**src/rtl/dbfpp_div.sv**
```systemverilog
`timescale 1ns / 1ps
// ----------------------------------------------------------------------------
// dbfpp_div
// Restoring divider, one quotient bit per cycle.
// ----------------------------------------------------------------------------
module dbfpp_div (
    input  logic        clk,
    input  logic        rst_n,
    input  logic        start,
    input  logic [15:0] dividend,
    input  logic [6:0]  divisor,
    output logic [15:0] quotient,
    output logic [6:0]  remainder,
    output logic        busy
);

    logic [15:0] quo_reg;
    logic [6:0]  rem_reg;
    logic [6:0]  div_reg;
    logic [4:0]  cnt_reg;
    logic        busy_reg;
    logic [7:0]  trial;
    logic        fits;

    // one trial subtract per cycle
    assign trial = {rem_reg, quo_reg[15]};
    assign fits  = trial >= {1'b0, div_reg};

    always_ff @(posedge clk or negedge rst_n)
    begin
        if (!rst_n)
        begin
            busy_reg <= 1'b0;
            cnt_reg  <= '0;
        end
        else if (start)
        begin
            busy_reg <= 1'b1;
            cnt_reg  <= 5'd16;
        end
        else if (busy_reg)
        begin
            cnt_reg  <= cnt_reg - 5'd1;
            busy_reg <= (cnt_reg != 5'd1);
        end
    end

    always_ff @(posedge clk)
    begin
        if (start)
        begin
            quo_reg <= dividend;
            rem_reg <= '0;
            div_reg <= divisor;
        end
        else if (busy_reg)
        begin
            quo_reg <= {quo_reg[14:0], fits};
            rem_reg <= fits ? 7'(trial - {1'b0, div_reg}) : trial[6:0];
        end
    end

    assign quotient  = quo_reg;
    assign remainder = rem_reg;
    assign busy      = busy_reg;

endmodule

```
**config.mk**
```make
export PLATFORM = sky130hd
export DESIGN_NAME = dbfpp_div
export DESIGN_NICKNAME = d
export VERILOG_FILES = /design/src/rtl/dbfpp_div.sv
export SDC_FILE = /design/constraint.sdc
export NUM_CORES = 1
export LEC_CHECK = 0
export BUFFER_PORTS_ARGS = -buffer_cell sky130_fd_sc_hd__buf_2
export CAP_MARGIN = 40
export CORE_UTILIZATION = 30
export DETAILED_ROUTE_END_ITERATION = 7
export GPL_TIMING_DRIVEN = 0
export PLACE_DENSITY = 0.55
export REMOVE_ABC_BUFFERS = 1
export SLEW_MARGIN = 20
export SYNTH_ARGS = -nofsm -noshare
export SYNTH_HDL_FRONTEND = slang
export SYNTH_SLANG_ARGS = --single-unit
```
**constraint.sdc**
```tcl
create_clock -name clk -period 2.8 [get_ports clk]
set_input_delay 0.42 -clock clk [delete_from_list [all_inputs] [get_ports clk]]
set_output_delay 0.42 -clock clk [all_outputs]
set_load 0.1 [all_outputs]
```
# == Yosys cells after proc, flatten, opt, wreduce, memory -nomap -nowiden ==
# Index checks and enable logic that the tools add are counted.
# op_classes
n_mux,7
reduce_logical,1
n_eq_ne,1
order_cmp,1
add_sub_neg,2
# ops
op,n
$mux W16,2
$mux W5,2
$ge A8 B7 Y1,1
$mux W7,1
$sub A7 B7 Y7,1
$ne A5 B1 Y1 const B,1
$sub A5 B1 Y5 const B,1
$mux W1,2
$reduce_bool A2 Y1,1
# totals
in_bits,26
out_inout_bits,24
register_bits,36
word_cells,17

# == Depth between registers and ports, before layout ==
# Gate-level depths: netlist of run 1.
# depth
depth_word,3
depth_mapped,9
depth_no_buf,7

# == Least setup slack after synthesis of run 1 ==
# Ideal clock, no wire load.
# synth_path
kind,register to register
from,register quo_reg[15] (netlist: quotient[15])
to,register rem_reg[0] (netlist: remainder[0])
period_less_slack_ns,2.900
arrival_ns,2.812
t_required_ns,2.712
path_buffers,2
path_slack_ns,-0.100
stages_incl_launch_ff,10
setup_time_ns,0.088
cell_sequence,edfxtp_1 -> inv_1 -> ha_1 -> fa_1 -> nand2b_1 -> a211o_1 -> buf_6 -> and3_1 -> buf_6 -> a311oi_2
# synth_via
elab_chain_cells,2
word_cells_on_any_way,3
cone_classes,1 x add/sub; 1 x order compare; 1 x mux
# synth_rtl
item,line,source
"start, declared",17,logic [15:0] quo_reg;
"start signal, assigned",52,quo_reg <= dividend;
"start signal, assigned",58,"quo_reg <= {quo_reg[14:0], fits};"
$sub A7 B7 Y7 / $ge A8 B7 Y1 (equally long branches),"59, 27",
$mux W7 (*),59,"rem_reg <= fits ? 7'(trial - {1'b0, div_reg}) : trial[6:0];"
"end signal, assigned",59,
"end, declared",18,logic [6:0] rem_reg;
# Every way passes the cells marked *; elsewhere a longest branch is shown, timed or not.
# A chain may end at the register's enable or synchronous reset.

# == Final worst setup path of run 1 ==
# Same ends and word-level chain as after synthesis.

==> impl_metrics.csv, run 1 <==
group,metric,value,unit
status,status,"finished, final reports clean",
sta,slew_headroom,0.4457,
clocking,clock_latency,0.29,ns
synth,synth_top_area_frac,0.3431,
place,io_buffers,49,
floorplan,boundaryPins,50,
pwr,ir_drop,0.5667,mV
global_routing,grt_usage,0.1234,
hold_path,hold_path.startpoint,"divisor[5]",
cells_and_area,syn_to_final_growth,20.26,%
synth,yosys.area_share.simple,0.1311,
clocking,clockBufferDepth,2,
cells_and_area,n_antenna_cell,0,
critical_path,cp-end-kind,"flip-flop",
critical_path,crit_start,"quotient[15]",
sta,finClkSkew,0.003607,ns
sta,period_share,0.8553,
critical_path,crit_required,3.00,ns
critical_path,reg2regPathDepth,7,
routing,first_iter_violations,76,
global_routing,grt_max_degree,45,
place,placed_cells,289,
global_routing,first_global_vias,1430,
clocking,h-tree-depth,2,
routing,drcViolationCount,0,
sta,rsz0062_at_grt,"false",
sta,finalHoldViolCount,0,
critical_path,cp_cell_sequence,"inv_1 -> ha_1 -> fa_1 -> nand2b_1 -> a211o_1 -> and3_1 -> a311oi_2",
synth,synth_area_leader_cell,"edfxtp_1",
floorplan,num_rows,29,
critical_path,r2r_start,"quotient[15]",
cells_and_area,utilization,0.3770,
critical_path,critPathMaxFanout,9,
synth,synth_ff_type,"edfxtp_1",
run,drv_cap,0,
hold_path,min_path_cells,1,
routing,antenna_left,0,
floorplan,core_area,6422,sq um
clocking,cts-root-buf,"clkbuf_8",
global_routing,grt_pass1_wl,6.879,mm
synth,netlist_instances,173,
synth,synth_top_family_by_area,"compound AO/OA/AOI/OAI gates",
synth,ys_types,50,
cells_and_area,final_cell_count_no_fill,299,
clocking,cts_hold_buffers,1,
clocking,cts_tree,"yes",
cells_and_area,drive_above_1_share,0.3649,
floorplan,dieArea,7043,sq um
cells_and_area,final_nets,257,
critical_path,cp_data_arrival_time,2.60,ns
routing,vias,1473,
synth,ys_seq_elements,36,
clocking,cts_resized,0,
sta,setup_viol_count_final,0,
clocking,clk_pin_slew,0.07,ns
clocking,cts.sinks,36,
critical_path,cp-start-kind,"flip-flop",
critical_path,slowest_stage,"fa_1",
routing,wl_per_cell,13.83,um
synth,synth_xor_area_frac,0.02610,
pwr,p_leak,1.036,nW
clocking,cts_buffers,5,
floorplan,die_x,83.92,um
routing,vias_per_cell,4.926,
synth,synth.area.top_cells,"edfxtp_1 (34%), mux2_2 (8.4%), dfrtp_1 (7.5%), dfxtp_1 (7.0%), ha_1 (5.6%)",
critical_path,max_stage_delay,0.43,ns
sta,period_minus_slack,2.395,ns
synth,syn_area,2013,sq um
place,gp_congestion,0.7317,
synth,syn_area_per_cell,11.64,sq um
synth,ys_seq_area_frac,0.4873,
synth,yosysWarningCount,0,
sta,slew_viol_final,0,
pwr,power.density,1105,nW/um^2
routing,firstDrtPassIters,4,
critical_path,critical_path_class,"reg2reg",
floorplan,die_y,83.92,um
global_routing,antenna_found_initial,0,
sta,worst_pin_slew,0.8315,ns
synth,synth.area.mux_share,0.08888,
clocking,postCtsSetupBuffers,0,
cells_and_area,largest_reg_flops,16,
place,place.detailed.hpwl,2.809,mm
synth,async_flop_share,0.1667,
synth,synth-compound-area-share,0.1479,
floorplan,start_util,0.3135,
global_routing,grt-ovfl-total,0,
synth,synth-edff-count,23,
hold_path,min_path_type,"in2reg",
sta,fmax,0.4176,GHz
routing,wl,4.135,mm
synth,synth_fa_ha_area_frac,0.06588,
## report_power, final
part | internal (mW) | switching [mW] | leakage [nW] | total (mW)
clock network | 0.200 | 0.189 | 0.0445 | 0.389
logic | 0.406 | 1.06 | 0.625 | 1.47
registers | 0.706 | 0.111 | 0.366 | 0.817
## layout make-up
| type | instances | area [sq um] |
|---|---|---|
| Tap cell | 77 | 96.34 |
| Clock buffer | 7 | 86.33 |
| Sequential cell | 36 | 980.9 |
| Clock inverter | 1 | 7.507 |
| Fill cell | 645 | 4001 |
| Timing Repair Buffer | 51 | 275.3 |
| Inverter | 13 | 48.80 |
| Multi-Input combinational cell | 114 | 925.9 |
## synthesized netlist by cell type (2+ instances only)
master,instances
a41oi_1,4
buf_6,2
o21a_1,2
a211oi_1,2
nand2b_1,4
nor2b_1,6
buf_1,3
o21bai_1,2
a21o_1,2
o31ai_2,2
nand2_1,7
mux2_2,15
o21ai_0,3
inv_1,13
ha_1,9
xnor2_1,5
o21ai_1,2
dfrtp_1,6
a311oi_2,2
nor3b_1,6
nand4_1,2
nor2_1,13
a31oi_1,2
clkbuf_1,3
or2_2,3
edfxtp_1,23
dfxtp_1,7
## per-stage QoR
stage                     power, mW  hold WS, ns  cell area (sq um)  setup TNS [ns]  setup slack [ns]
after floorplan               2.038       0.1244               1956         -0.1579          -0.05354
after CTS                     2.692       0.2970               2401               0            0.4148
after global placement        2.287       0.2626               2297               0            0.4789
after global routing          2.831       0.2861               2421               0            0.2866
after detailed placement      2.291       0.2593               2297               0            0.4433
final                         2.676       0.3051               2421               0            0.4051
## kinds of logic (layout without fill, tap and decap cells)
group / after synthesis / count (layout)
adders and majority gates: 10 / 10
AOI/OAI and AO/OA: 34 / 34
buffers and inverters: 23 / 72
DFF: 36 / 36
muxes: 16 / 16
and+or+nand+nor: 48 / 48
xor gates and xnor gates: 6 / 6
## worst max-delay path: cells and delay by family, from the launching register on
family          cells  cell delay, ns
fa+ha+maj           2            0.66
flops               1            0.36
simple gates        2            0.55
buf+inv             1            0.07
compound gates      2            0.69
## routing by layer
metal / wire, um / GRT usage / share of wire / up-vias
li1: - / - / - / 730
met1: 2009 / 0.1616 / 0.49 / 700
met5: 0 / 0 / 0 / -
met3: 247 / 0.04550 / 0.060 / 6
met2: 1837 / 0.1915 / 0.44 / 37
met4: 40 / 0.03292 / 0.0097 / 0
## layout by cell type (no fill, tap or decap), drive strengths merged, types with 4 or more instances in the layout
cell type / instances
buf: 50
edfxtp: 23
nor3b: 6
or2: 4
a41oi: 4
dfrtp: 6
ha: 9
dfxtp: 7
nor2: 13
nand2b: 4
nor2b: 6
inv: 13
mux2: 15
xnor2: 5
nand2: 7
o21ai: 5
clkbuf: 7
## path summary, 6_finish.rpt
kind | end | slack (ns)
min in group asynchronous | cnt_reg[1] | 0.49
max in group asynchronous | cnt_reg[4] | 2.16
hold / removal | div_reg[5] | 0.31
hold reg to reg | remainder[2] | 0.53
setup / recovery | remainder[0] | 0.41
setup reg to reg | remainder[0] | 0.41
Note: power is estimated with default switching activity, not from simulation.
==> run 2: changes to the inputs <==
--- a/config.mk
+++ b/config.mk
@@ -5,7 +5,7 @@
 export SDC_FILE = /design/constraint.sdc
 export NUM_CORES = 1
 export LEC_CHECK = 0
-export BUFFER_PORTS_ARGS = -buffer_cell sky130_fd_sc_hd__buf_2
+export BUFFER_PORTS_ARGS = -buffer_cell sky130_fd_sc_hd__buf_4
 export CAP_MARGIN = 40
 export CORE_UTILIZATION = 30
 export DETAILED_ROUTE_END_ITERATION = 7
==> run 2 against run 1 <==
- cell count is the same
- clock skew grew 0.0025 ns
- count of clock-buffer cells in the layout is the same
- critical path type unchanged
==> impl_metrics.csv, run 2 (synthesis results as in run 1) <==
group,metric,value,unit
global_routing,grt-ovfl-total,0,
clocking,clk_pin_slew,0.07,ns
clocking,cts-root-buf,"clkbuf_8",
routing,firstDrtPassIters,4,
routing,wl_per_cell,13.90,um
routing,antenna_left,0,
floorplan,core_area,6422,sq um
pwr,p_leak,1.069,nW
cells_and_area,utilization,0.3933,
cells_and_area,final_nets,257,
cells_and_area,drive_above_1_share,0.3604,
sta,holdWs,0.3061,ns
critical_path,cp-end-kind,"flip-flop",
cells_and_area,n_fill_cell,637,
routing,vias,1477,
clocking,postCtsSetupBuffers,0,
cells_and_area,final_cell_count_no_fill,299,
cells_and_area,final_common_cell,"buf_4",
clocking,clockBufferDepth,2,
routing,vias_per_cell,4.940,
pwr,power.density,1072,nW/um^2
status,status,"finished, final reports clean",
clocking,clock_latency,0.29,ns
floorplan,die_y,83.92,um
routing,first_iter_violations,67,
cells_and_area,final_cell_mix,"buf_4 (49), edfxtp_1 (23), mux2_2 (15)",
cells_and_area,largest_reg_flops,16,
critical_path,critical_path_class,"reg2reg",
sta,worst_pin_slew,0.5087,ns
pwr,total_power,2.709,mW
sta,slew_headroom,0.6608,
clocking,cts_resized,0,
sta,tns,0,ns
cells_and_area,n_antenna_cell,0,
sta,finClkSkew,0.006096,ns
critical_path,cp_data_arrival_time,2.57,ns
critical_path,cp-start-kind,"flip-flop",
clocking,cts_tree,"yes",
global_routing,first_global_vias,1436,
critical_path,critPathMaxFanout,9,
sta,rsz0062_at_grt,"false",
global_routing,antenna_found_initial,0,
run,drv_cap,0,
sta,slew_viol_final,0,
hold_path,min_path_type,"in2reg",
place,place.detailed.hpwl,2.804,mm
floorplan,boundaryPins,50,
sta,period_share,0.8459,
place,io_buffers,49,
critical_path,crit_required,3.00,ns
global_routing,grt_max_degree,45,
place,placed_cells,289,
floorplan,die_x,83.92,um
global_routing,grt_pass1_wl,6.706,mm
clocking,h-tree-depth,2,
floorplan,start_util,0.3135,
routing,wl,4.157,mm
sta,finalHoldViolCount,0,
floorplan,num_rows,29,
global_routing,grt_usage,0.1211,
sta,setup_viol_count_final,0,
sta,fmax,0.4222,GHz
clocking,cts.sinks,36,
place,gp_congestion,0.6890,
sta,period_minus_slack,2.369,ns
floorplan,dieArea,7043,sq um
clocking,cts_buffers,5,
routing,drcViolationCount,0,
pwr,ir_drop,0.6045,mV
cells_and_area,syn_to_final_growth,25.48,%
-- run 2: cell count changes in the layout (fill, tap and decap cells not counted) --
cell / before / now
buf_12: 1 / 0
buf_2: 49 / 0
buf_4: 0 / 49
buf_8: 0 / 1
clkbuf_1: 1 / 2
clkbuf_8: 6 / 5
clkinv_2: 0 / 1
clkinvlp_4: 1 / 0
-- run 2: layout make-up --
cell class              count  area, sq um  area share
multi-input cells         114        925.9      0.3665
flip-flops and latches     36        980.9      0.3883
clock inverters             1        5.005    0.001981
repair buffers             51        392.9      0.1555
well taps                  77        96.34     0.03814
inverters                  13        48.80     0.01932
clock buffers               7        76.32     0.03021
-- run 2: worst paths after layout --
check,from,endpoint,slack [ns],depth (start not counted)
worst max-delay path,quotient[15],remainder[2],0.43,7
worst min-delay path,divisor[6],div_reg[6],0.31,1
worst max register to register,quotient[15],remainder[2],0.43,7
worst min register to register,cnt_reg[4],cnt_reg[4],0.53,2
max in group asynchronous,rst_n,busy,2.21,2
min in group asynchronous,rst_n,cnt_reg[1],0.47,2
-- run 2: what timing repair did --
action / CTS / global route
hold buffers: 1 / 0
hold endpoints to repair: 6 / 0
setup endpoints to repair: 0 / 0
-- run 2: worst max-delay path, cell delays in order, from the launching register on --
cell      delay (ns)
edfxtp_1        0.36
inv_1           0.07
ha_1            0.23
fa_1            0.42
nand2b_1        0.18
a211o_1         0.39
and3_1          0.34
a311oi_2        0.29
-- run 2: metal layers --
metal,GRT usage,part of all wire
met5,0,0
met3,0.03759,0.071
met4,0.04702,0.014
met2,0.1803,0.44
met1,0.1635,0.47
-- run 2: report_power, final --
group / switching [mW] / leakage, nW / total (mW) / internal [mW]
Sequential: 0.107 / 0.366 / 0.814 / 0.707
Combinational: 1.07 / 0.661 / 1.54 / 0.467
Clock: 0.181 / 0.0422 / 0.356 / 0.175
Total: 1.36 / 1.07 / 2.71 / 1.35
-- run 2: stage by stage --
step | worst slack, ns | instance area [sq um]
final | 0.4315 | 2526
after global routing | 0.2809 | 2526
after CTS | 0.4017 | 2511
after detailed placement | 0.4527 | 2420
after global placement | 0.4677 | 2420
after floorplan | -0.05354 | 1956
